<file path="config.mk">
export PLATFORM = sky130hd
export DESIGN_NAME = flux_stream_decoder
export DESIGN_NICKNAME = d
export VERILOG_FILES = /design/src/rtl/fsd_pkg.sv /design/src/rtl/fsd_in_reg.sv /design/src/rtl/fsd_core.sv /design/src/rtl/fsd_out_reg.sv /design/src/rtl/flux_stream_decoder.sv
export SDC_FILE = /design/constraint.sdc
export NUM_CORES = 1
export LEC_CHECK = 0
export BUFFER_PORTS_ARGS = -buffer_cell sky130_fd_sc_hd__buf_2
export CAP_MARGIN = 20
export CORE_MARGIN = 2
export CORE_UTILIZATION = 55
export DETAILED_ROUTE_END_ITERATION = 16
export GPL_TIMING_DRIVEN = 0
export HOLD_SLACK_MARGIN = 0.05
export MAX_ROUTING_LAYER = met4
export PLACE_DENSITY = 0.75
export SLEW_MARGIN = 10
export SYNTH_ARGS = -nofsm -noshare
export SYNTH_HDL_FRONTEND = slang
export SYNTH_HIERARCHICAL = 1
export SYNTH_SLANG_ARGS = --single-unit
</file>
<file path="constraint.sdc">
create_clock -name clk -period 22.2 [get_ports clk]
set_clock_uncertainty 0.05 [all_clocks]
set_input_delay 4.44 -clock clk [delete_from_list [all_inputs] [get_ports clk]]
set_output_delay 4.44 -clock clk [all_outputs]
set_load 0.1 [all_outputs]
</file>
<file path="src/rtl/fsd_pkg.sv">
// Shared types and constants for the flux stream decoder.
`timescale 1ns / 1ps

package fsd_pkg;

  localparam int CAP_DEPTH = 12;

  localparam logic [7:0]  OP_FLUX1_MAX = 8'h07;
  localparam logic [7:0]  OP_FLUX2     = 8'h08;
  localparam logic [7:0]  OP_FLUX3     = 8'h09;
  localparam logic [7:0]  OP_OVERFLOW  = 8'h0A;
  localparam logic [7:0]  OP_VALUE3    = 8'h0B;
  localparam logic [7:0]  OP_OOB       = 8'h0D;
  localparam logic [7:0]  BLK_INDEX    = 8'h02;
  localparam logic [7:0]  BLK_END      = 8'h03;
  localparam logic [31:0] OVERFLOW_STEP = 32'h0001_0000;
  localparam logic [31:0] FLUX2_BASE    = 32'd8;
  localparam logic [15:0] INDEX_MIN_LEN = 16'd12;
  localparam logic [15:0] END_MIN_LEN   = 16'd8;

  typedef enum logic [3:0] {
    PH_OP,
    PH_F2,
    PH_F3_HI,
    PH_F3_LO,
    PH_V3_A,
    PH_V3_B,
    PH_B_TYPE,
    PH_B_LEN_LO,
    PH_B_LEN_HI,
    PH_B_DATA
  } phase_t;

  typedef enum logic [2:0] {
    KIND_FLUX,
    KIND_INDEX,
    KIND_END,
    KIND_NOTHING,
    KIND_TRUNC
  } kind_t;

  typedef struct packed {
    logic [7:0] stream_byte;
    logic       is_last;
  } item_t;

  typedef struct packed {
    kind_t       kind;
    logic [31:0] interval_ticks;
    logic [47:0] elapsed_ticks;
    logic [31:0] block_position;
    logic [31:0] index_samples;
    logic [31:0] index_number;
    logic [31:0] end_code;
    logic        final_res;
  } result_t;

endpackage

</file>
<file path="src/rtl/fsd_in_reg.sv">
// Input register stage holding one stream byte for the decoder.
`timescale 1ns / 1ps

module fsd_in_reg (
  input  logic          clk,
  input  logic          rst,
  input  logic [7:0]    stream_byte,
  input  logic          is_last,
  input  logic          byte_valid,
  output logic          byte_ready,
  input  logic          take,
  output logic          item_valid,
  output fsd_pkg::item_t item
);
  import fsd_pkg::*;

  assign byte_ready = !item_valid || take;

  always_ff @(posedge clk) begin
    if (rst) begin
      item_valid <= 1'b0;
    end else if (byte_ready) begin
      item_valid <= byte_valid;
    end
  end

  always_ff @(posedge clk) begin
    if (byte_ready && byte_valid) begin
      item.stream_byte <= stream_byte;
      item.is_last     <= is_last;
    end
  end

endmodule

</file>
<file path="src/rtl/fsd_core.sv">
// Decoder state and next-state logic: one byte decoded per transfer.
`timescale 1ns / 1ps

module fsd_core (
  input  logic             clk,
  input  logic             rst,
  input  logic             item_valid,
  input  fsd_pkg::item_t   item,
  input  logic             space,
  output logic             take,
  output logic             emit,
  output fsd_pkg::result_t result
);
  import fsd_pkg::*;

  phase_t      phase, phase_next;
  logic [31:0] carry, carry_next;
  logic [47:0] tick_total, tick_total_next;
  logic [7:0]  high_byte, high_byte_next;
  logic [7:0]  block_type, block_type_next;
  logic [15:0] block_length, block_length_next;
  logic [15:0] bytes_left, bytes_left_next;
  logic [7:0]  cap [CAP_DEPTH];
  logic [7:0]  cap_next [CAP_DEPTH];

  logic [7:0]  b;
  logic        flux;
  logic        done_blk;
  logic        hit;
  logic [31:0] base;
  logic [31:0] iv;
  logic [15:0] off;

  assign take = item_valid && space;
  assign b    = item.stream_byte;
  assign off  = block_length - bytes_left;
  assign iv   = carry + base;

  always_comb begin
    phase_next        = phase;
    carry_next        = carry;
    tick_total_next   = tick_total;
    high_byte_next    = high_byte;
    block_type_next   = block_type;
    block_length_next = block_length;
    bytes_left_next   = bytes_left;
    cap_next          = cap;
    flux              = 1'b0;
    done_blk          = 1'b0;
    hit               = 1'b0;
    base              = '0;

    case (phase)
      PH_F2: begin
        flux = 1'b1;
        base = {24'd0, b} + FLUX2_BASE;
      end
      PH_F3_HI: begin
        high_byte_next = b;
        phase_next     = PH_F3_LO;
      end
      PH_F3_LO: begin
        flux = 1'b1;
        base = {16'd0, high_byte, b};
      end
      PH_V3_A: phase_next = PH_V3_B;
      PH_V3_B: phase_next = PH_OP;
      PH_B_TYPE: begin
        block_type_next = b;
        phase_next      = PH_B_LEN_LO;
      end
      PH_B_LEN_LO: begin
        block_length_next = {8'd0, b};
        phase_next        = PH_B_LEN_HI;
      end
      PH_B_LEN_HI: begin
        block_length_next = {b, block_length[7:0]};
        bytes_left_next   = {b, block_length[7:0]};
        for (int i = 0; i < CAP_DEPTH; i++) cap_next[i] = '0;
        if ({b, block_length[7:0]} == 16'd0) begin
          done_blk = 1'b1;
        end else begin
          phase_next = PH_B_DATA;
        end
      end
      PH_B_DATA: begin
        for (int i = 0; i < CAP_DEPTH; i++) begin
          if (off == 16'(i)) cap_next[i] = b;
        end
        bytes_left_next = bytes_left - 16'd1;
        if (bytes_left_next == 16'd0) done_blk = 1'b1;
      end
      default: begin
        phase_next = PH_OP;
        if (b <= OP_FLUX1_MAX) begin
          flux = 1'b1;
          base = {24'd0, b} + 32'd1;
        end else if (b == OP_FLUX2) begin
          phase_next = PH_F2;
        end else if (b == OP_FLUX3) begin
          phase_next = PH_F3_HI;
        end else if (b == OP_OVERFLOW) begin
          carry_next = carry + OVERFLOW_STEP;
        end else if (b == OP_VALUE3) begin
          phase_next = PH_V3_A;
        end else if (b == OP_OOB) begin
          phase_next = PH_B_TYPE;
        end
      end
    endcase

    if (flux) begin
      carry_next      = '0;
      tick_total_next = tick_total + {16'd0, iv};
      phase_next      = PH_OP;
    end
    if (done_blk) phase_next = PH_OP;

    result                = '0;
    result.kind           = KIND_FLUX;
    result.interval_ticks = flux ? iv : 32'd0;
    result.elapsed_ticks  = tick_total_next;
    if (flux) hit = 1'b1;
    if (done_blk && block_type_next == BLK_INDEX) begin
      hit         = 1'b1;
      result.kind = KIND_INDEX;
      if (block_length_next >= INDEX_MIN_LEN) begin
        result.block_position = {cap_next[3], cap_next[2], cap_next[1], cap_next[0]};
        result.index_samples  = {cap_next[7], cap_next[6], cap_next[5], cap_next[4]};
        result.index_number   = {cap_next[11], cap_next[10], cap_next[9], cap_next[8]};
      end
    end
    if (done_blk && block_type_next == BLK_END) begin
      hit         = 1'b1;
      result.kind = KIND_END;
      if (block_length_next >= END_MIN_LEN) begin
        result.block_position = {cap_next[3], cap_next[2], cap_next[1], cap_next[0]};
        result.end_code       = {cap_next[7], cap_next[6], cap_next[5], cap_next[4]};
      end
    end

    emit = hit;
    if (item.is_last) begin
      emit             = 1'b1;
      result.final_res = 1'b1;
      if (!hit) result.kind = (phase_next == PH_OP) ? KIND_NOTHING : KIND_TRUNC;
      // end of stream: back to the reset state
      phase_next        = PH_OP;
      carry_next        = '0;
      tick_total_next   = '0;
      high_byte_next    = '0;
      block_type_next   = '0;
      block_length_next = '0;
      bytes_left_next   = '0;
      for (int i = 0; i < CAP_DEPTH; i++) cap_next[i] = '0;
    end
  end

  always_ff @(posedge clk) begin
    if (rst) begin
      phase        <= PH_OP;
      carry        <= '0;
      tick_total   <= '0;
      high_byte    <= '0;
      block_type   <= '0;
      block_length <= '0;
      bytes_left   <= '0;
      for (int i = 0; i < CAP_DEPTH; i++) cap[i] <= '0;
    end else if (take) begin
      phase        <= phase_next;
      carry        <= carry_next;
      tick_total   <= tick_total_next;
      high_byte    <= high_byte_next;
      block_type   <= block_type_next;
      block_length <= block_length_next;
      bytes_left   <= bytes_left_next;
      for (int i = 0; i < CAP_DEPTH; i++) cap[i] <= cap_next[i];
    end
  end

endmodule

</file>
<file path="src/rtl/fsd_out_reg.sv">
// Result register driving the output channel.
`timescale 1ns / 1ps

module fsd_out_reg (
  input  logic             clk,
  input  logic             rst,
  input  logic             load,
  input  fsd_pkg::result_t result,
  output logic             space,
  output logic             res_valid,
  input  logic             res_ready,
  output logic [2:0]       kind,
  output logic [31:0]      interval_ticks,
  output logic [47:0]      elapsed_ticks,
  output logic [31:0]      block_position,
  output logic [31:0]      index_samples,
  output logic [31:0]      index_number,
  output logic [31:0]      end_code,
  output logic             final_res
);
  import fsd_pkg::*;

  result_t res_q;

  assign space = !res_valid || res_ready;

  always_ff @(posedge clk) begin
    if (rst) begin
      res_valid <= 1'b0;
    end else if (space) begin
      res_valid <= load;
    end
  end

  always_ff @(posedge clk) begin
    if (load) begin
      res_q <= result;
    end
  end

  assign kind           = res_q.kind;
  assign interval_ticks = res_q.interval_ticks;
  assign elapsed_ticks  = res_q.elapsed_ticks;
  assign block_position = res_q.block_position;
  assign index_samples  = res_q.index_samples;
  assign index_number   = res_q.index_number;
  assign end_code       = res_q.end_code;
  assign final_res      = res_q.final_res;

endmodule

</file>
<file path="src/rtl/flux_stream_decoder.sv">
// Flux stream decoder: top level joining input register, decoder and result register.
// Takes one stream byte per cycle and gives at most one result per byte; a byte's
// result is registered and presented in the cycle after its transfer. Throughput is
// one byte every cycle while the result side keeps up, set by the single decode step
// between the input register and the result register. The byte flagged is_last always
// yields a result with final_res set, and then the decoder is back in its reset state.
`timescale 1ns / 1ps

module flux_stream_decoder (
  input  logic        clk,
  input  logic        rst,
  input  logic [7:0]  stream_byte,
  input  logic        is_last,
  input  logic        byte_valid,
  output logic        byte_ready,
  output logic [2:0]  kind,
  output logic [31:0] interval_ticks,
  output logic [47:0] elapsed_ticks,
  output logic [31:0] block_position,
  output logic [31:0] index_samples,
  output logic [31:0] index_number,
  output logic [31:0] end_code,
  output logic        final_res,
  output logic        res_valid,
  input  logic        res_ready
);
  import fsd_pkg::*;

  item_t   item;
  result_t result;
  logic    item_valid;
  logic    take;
  logic    emit;
  logic    space;
  logic    load;

  assign load = take && emit;

  fsd_in_reg u_in (
    .clk        (clk),
    .rst        (rst),
    .stream_byte(stream_byte),
    .is_last    (is_last),
    .byte_valid (byte_valid),
    .byte_ready (byte_ready),
    .take       (take),
    .item_valid (item_valid),
    .item       (item)
  );

  fsd_core u_core (
    .clk       (clk),
    .rst       (rst),
    .item_valid(item_valid),
    .item      (item),
    .space     (space),
    .take      (take),
    .emit      (emit),
    .result    (result)
  );

  fsd_out_reg u_out (
    .clk           (clk),
    .rst           (rst),
    .load          (load),
    .result        (result),
    .space         (space),
    .res_valid     (res_valid),
    .res_ready     (res_ready),
    .kind          (kind),
    .interval_ticks(interval_ticks),
    .elapsed_ticks (elapsed_ticks),
    .block_position(block_position),
    .index_samples (index_samples),
    .index_number  (index_number),
    .end_code      (end_code),
    .final_res     (final_res)
  );

`ifndef SYNTHESIS
  a_load_shows: assert property (@(posedge clk) disable iff (rst)
    load |=> res_valid)
    else $error("loaded result not presented");

  a_held_byte: assert property (@(posedge clk) disable iff (rst)
    item_valid && !take |=> item_valid && $stable(item))
    else $error("held byte lost");

  a_end_marks_final: assert property (@(posedge clk) disable iff (rst)
    res_valid && (kind == KIND_NOTHING || kind == KIND_TRUNC) |-> final_res)
    else $error("end-of-stream kind without final flag");

  a_no_interval: assert property (@(posedge clk) disable iff (rst)
    res_valid && kind != KIND_FLUX |-> interval_ticks == 32'd0)
    else $error("interval on non-flux result");

  a_last_emits: assert property (@(posedge clk) disable iff (rst)
    take && item.is_last |-> emit && result.final_res)
    else $error("last byte without final result");
`endif

endmodule
</file>
-- After elaboration in Yosys (flattened, before gate mapping)
Index checks and enable logic that the tools add are counted.
- $add $sub $neg: 7
- magnitude comparators: 3
- equal/unequal tests: 31
- muxes and demuxes: 63
- reductions and logical operators: 25
- operators with widths (kind ; count):
    $mux W32 ; 10
    $mux W96 ; 3
    $pmux W96 S2 ; 1
    $mux W8 ; 16
    $mux W48 ; 2
    $pmux W32 S3 ; 1
    $eq A16 B3 Y1 const B ; 4
    $eq A16 B4 Y1 const B ; 4
    $pmux W16 S2 ; 2
    $add A48 B32 Y48 ; 1
    $logic_not A16 Y1 ; 3
    $eq A8 B4 Y1 const B ; 5
    $mux W4 ; 9
    $add A32 B17 Y32 const B ; 1
    $add A32 B32 Y32 ; 1
    $eq A16 B2 Y1 const B ; 2
    $ge A16 B4 Y1 const B ; 2
    $mux W16 ; 2
    $pmux W4 S7 ; 1
    $eq A16 B1 Y1 const B ; 1
    $eq A4 B3 Y1 const B ; 4
    $eq A8 B2 Y1 const B ; 2
    $sub A16 B1 Y16 const B ; 1
    $sub A16 B16 Y16 ; 1
    24 further kinds ; 50
- register bits after elaboration: 451
- word-level logic and storage cells: 160

-- Depth between registers and ports, before layout
- depth after elaboration: 14
- mapped depth: 23

-- Hierarchy
Netlist, hierarchy kept.
- modules (own cells, without submodules) (module ; times used ; cells an instance ; area an instance (um2) ; seq. area each (um2)):
    fsd_core ; 1 ; 2153 ; 15509.9 ; 4244.1
    fsd_out_reg ; 1 ; 216 ; 6412.4 ; 6386.1
    fsd_in_reg ; 1 ; 14 ; 325.3 ; 290.3
    flux_stream_decoder ; 1 ; 1 ; 6.3 ; 0.0

-- Worst setup path before layout
Ideal clock, no wire load.
- kind: in2reg
- from: input res_ready
- to: register u_out.res_valid
- arrival: 10.526 ns
- required time: 22.072 ns
- slack: 11.546 ns
- cell stages on the path: 7
- cell sequence: nand2b_4 -> nand2_1 -> inv_1 -> clkbuf_1 -> and2_1 -> inv_1 -> a21oi_2
- word-level cells in the longest chain between the ends: 3
- RTL lines (element ; RTL line ; source):
    start: declaration ; flux_stream_decoder.sv:25 ; input logic res_ready
    $logic_or A1 B1 Y1 ; fsd_out_reg.sv:25 ; assign space = !res_valid || res_ready;
    $logic_and A1 B1 Y1 ; fsd_core.sv:34 ; assign take = item_valid && space;
    named net take ; flux_stream_decoder.sv:32 ; logic take;
    $logic_and A1 B1 Y1 ; flux_stream_decoder.sv:37 ; assign load = take && emit;
    named net load ; flux_stream_decoder.sv:35 ; logic load;
    end signal: assignment ; fsd_out_reg.sv:31 ; res_valid <= load;
    end: declaration ; fsd_out_reg.sv:10 ; output logic res_valid,
The timed path passes the listed nets, and every way through them passes these cells.
A chain may end at the register's enable or synchronous reset.

-- Final worst setup path
- from: input res_ready
- to: output byte_ready
- word-level cells in the longest chain between the ends: 3
- RTL lines (element ; RTL line ; source):
    $logic_or A1 B1 Y1 ; fsd_out_reg.sv:25 ;
    named net space ; flux_stream_decoder.sv:34 ; logic space;
    $logic_and A1 B1 Y1 ; fsd_core.sv:34 ;
    named net take ; flux_stream_decoder.sv:32 ;
    $logic_or A1 B1 Y1 ; fsd_in_reg.sv:17 ; assign byte_ready = !item_valid || take;
    end: declaration ; flux_stream_decoder.sv:15 ; output logic byte_ready,
The timed path passes the listed nets, and every way through them passes these cells.

==> impl_metrics.toml <==
[worst_setup_path]
worstPathArrival_ps = 6680
r2r_end = "u_core/tick_total[36]"
start_kind = "primary input"
path_class = "primary input to primary output"
worst-path-max-fanout = 11
cpMaxStageDelayCell = "clkbuf_1"
cp-end-kind = "primary output"
worstPathCellList = "buf_2 -> nand2b_4 -> nand2_1 -> inv_1 -> clkbuf_1 -> nand2b_4 -> buf_2"
crit_buf_inv = 4
path_delay_family = "buffers and inverters"
rr_startpoint = "u_in/item[1]"
r2r_cells = 18
max_stage_delay_ps = 620
critPathRequiredTime_ps = 17710
reg2reg_slack_ps = 15370

[clocking]
clock_path_buffers = 3
root_buffer = "clkbuf_16"
cts_tree = "built"
cts_hold_buf = 0
clkTransAtPathRegs_ps = 60
cts.repair.resized = 0
insertion_delay_ps = 590
clock_sinks = 435
htreeDepth = 2
numCtsBuffers = 45
post_cts_buffers = 0

[worst_hold_path]
min_from = "u_core/cap[8]"
worstHoldEndpoint = "u_core/cap[8]"
holdPathStages = 2
min_path_type = "flip-flop to flip-flop"

[power]
power_density_nw_per_um2 = 72.2
ir_worst_vdd_uv = 60.8
leakage_nw = 8.95

[timing]
maxSlewViolCount = 0
fmax_mhz = 89.5
post-route-period-util_pct = 50.3
worstMarginPinSlew_ps = 1200
setup_tns_ps = 0
relSlewSlack_pct = 19.9
final.min_clock_period_ps = 11170
worst_slack_ps = 11030
finalHoldViolCount = 0
setup_viol = 0
rsz0062_at_grt = "no"

[placement]
dpl_worst_slack_ps = 11130
place_hpwl_mm = 55.9
io_buffers = 226
place_congestion = 0.990

[grt]
antenna_found_initial = 0
grt_pass1_vias = 18700
groute.usage.overall_pct = 36.8
grt_max_degree = 67
use_met3_pct = 8.48
grtUsageMet1_pct = 52.4
met2_usage_pct = 51.7
grt.overflow.total = 0
busiest_layer = "met1"
grt_pass1_wl_mm = 113

[floorplan]
die_area_um2 = 42100
coreArea_um2 = 39800
row_count = 73
start_util_pct = 55.9
pin_count = 227
fp.dieW_um = 205
die_height_um = 205

[synth]
ys_seq_elements = 435
yosys_warnings = 6
muxShareOfSynthArea_pct = 1.29
synth_compound_area_share_pct = 19.7
syn-num-nets = 2457
synth.distinct_cells = 93
ys.flop_type = "edfxtp_1"
netlist_instances = 2384
async_flop_share_pct = 0
yosysSeqAreaShare_pct = 49.1
synth_top_family_by_area = "compound AO/OA/AOI/OAI gates"
synthSimpleGateAreaFrac_pct = 19.4
avgSynthCellArea_um2 = 9.33
synthAdderAreaFrac_pct = 3.44
synth_xor_area_share_pct = 3.57
synth_edf_count = 221
syn-cell-area_um2 = 22300

[drt]
first_pass_iters = 6
drt_iter0_drc = 2789
wl_per_cell_um = 23.5
viasPerCell = 6.37
drc_errors = 0
wirelength_mm = 75.8
drtAntennaViolNets = 0
via_count = 20500

[layout]
drive_gt1_share_pct = 13.9
num_antenna_cells = 0
nFillCells = 3382
final_net_count = 2736
final_common_cell = "nand2_1"
syn2layout_area_growth_pct = 15.2
layout_common_cells = "nand2_1, nor2_1, buf_2"

[run]
drv_cap = 0

[outcome]
status = "completed"
-- layer usage --
layer | up-vias | wire, um
li1 | 9294 | -
met4 | 0 | 2570
met3 | 179 | 9170
met2 | 1244 | 31900
met5 | - | 0
met1 | 9821 | 32200
-- how the worst max path moves through the flow --
stage | startpoint | to | slack (ps) | depth (start not counted)
after floorplan | res_ready | u_out/res_valid | 11550 | 7
after global placement | res_ready | u_out/index_number[24] | 9040 | 6
after detailed placement | res_ready | byte_ready | 11130 | 7
after CTS | res_ready | byte_ready | 11120 | 7
after global routing | res_ready | byte_ready | 11050 | 7
final | res_ready | byte_ready | 11030 | 7
-- Yosys cell counts, types with 25 or more instances --
cell / count / area [um^2]
nand2_1: 315 / 1180
nor2_1: 244 / 916
edfxtp_1: 221 / 6640
dfxtp_1: 214 / 4280
a21oi_1: 166 / 831
o21ai_0: 154 / 771
clkbuf_1: 129 / 484
a22oi_1: 82 / 616
nand3_1: 72 / 360
ha_1: 58 / 726
xnor2_1: 51 / 447
inv_1: 45 / 169
a31oi_1: 43 / 269
nand4_1: 40 / 250
a21o_1: 38 / 285
and2_1: 37 / 231
xor2_1: 36 / 315
nor3_1: 30 / 150
o2bb2ai_1: 30 / 263
a22o_1: 25 / 219
-- final cells by class --
cell class                      count  area (um^2)  area share, %
Buffer                            149          598           2.33
Multi-Input combinational cell   1751        10600           41.2
Sequential cell                   435        10900           42.6
Timing Repair Buffer              232         1230           4.81
Clock inverter                     18          161          0.629
Tap cell                          525          657           2.56
Inverter                           49          184          0.717
Clock buffer                       66         1330           5.19
-- stage by stage --
stage / power (mW) / util [%] / hold WS [ps] / cells / instance area, um^2
final: 1.85 / 64.4 / 411 / 3225 / 25600
after global routing: 1.90 / 64.4 / 425 / 3225 / 25600
after global placement: 1.11 / 60.4 / 380 / 3135 / 24000
after floorplan: 1.06 / - / 369 / 2384 / 22300
after CTS: 1.86 / 64.4 / 403 / 3223 / 25600
after detailed placement: 1.10 / 60.6 / 388 / 3139 / 24100
-- sequential cells by signal, indices dropped and copies added, names as in the netlist --
name and cells:
u_core/phase 4, u_out/end_code 32, u_core/carry 16, u_in/item 9, u_out/final_res 1, u_core/high_byte 8
u_out/index_number 32, u_core/tick_total 48, u_core/bytes_left 16, u_out/kind 3, u_core/block_length 16, u_out/res_valid 1
u_out/elapsed_ticks 48, u_out/interval_ticks 32, u_in/item_valid 1, u_out/index_samples 32, u_core/cap 96, u_core/block_type 8
u_out/block_position 32
-- tightest hold or removal path, cell delays in order, from the launching register on --
cell and delay, ps:
dfxtp_1 330, nand2_1 50, o21ai_0 60
-- where the power goes --
| group | internal (mW) | total (mW) | switching, mW |
|---|---|---|---|
| Sequential | 0.862 | 0.870 | 0.00803 |
| Clock | 0.443 | 0.763 | 0.321 |
| Combinational | 0.0234 | 0.218 | 0.195 |
-- kinds of logic (layout without fill, tap and decap cells) --
group                      Yosys count  count (layout)
AOI/OAI and AO/OA                  680             680
adders and majority gates           60              60
and+or+nand+nor                    894             894
xor gates and xnor gates            89              89
other                                1               1
muxes                               27              27
buffers and inverters              198             514
DFF                                435             435
Power figures use the tool's default switching activity.
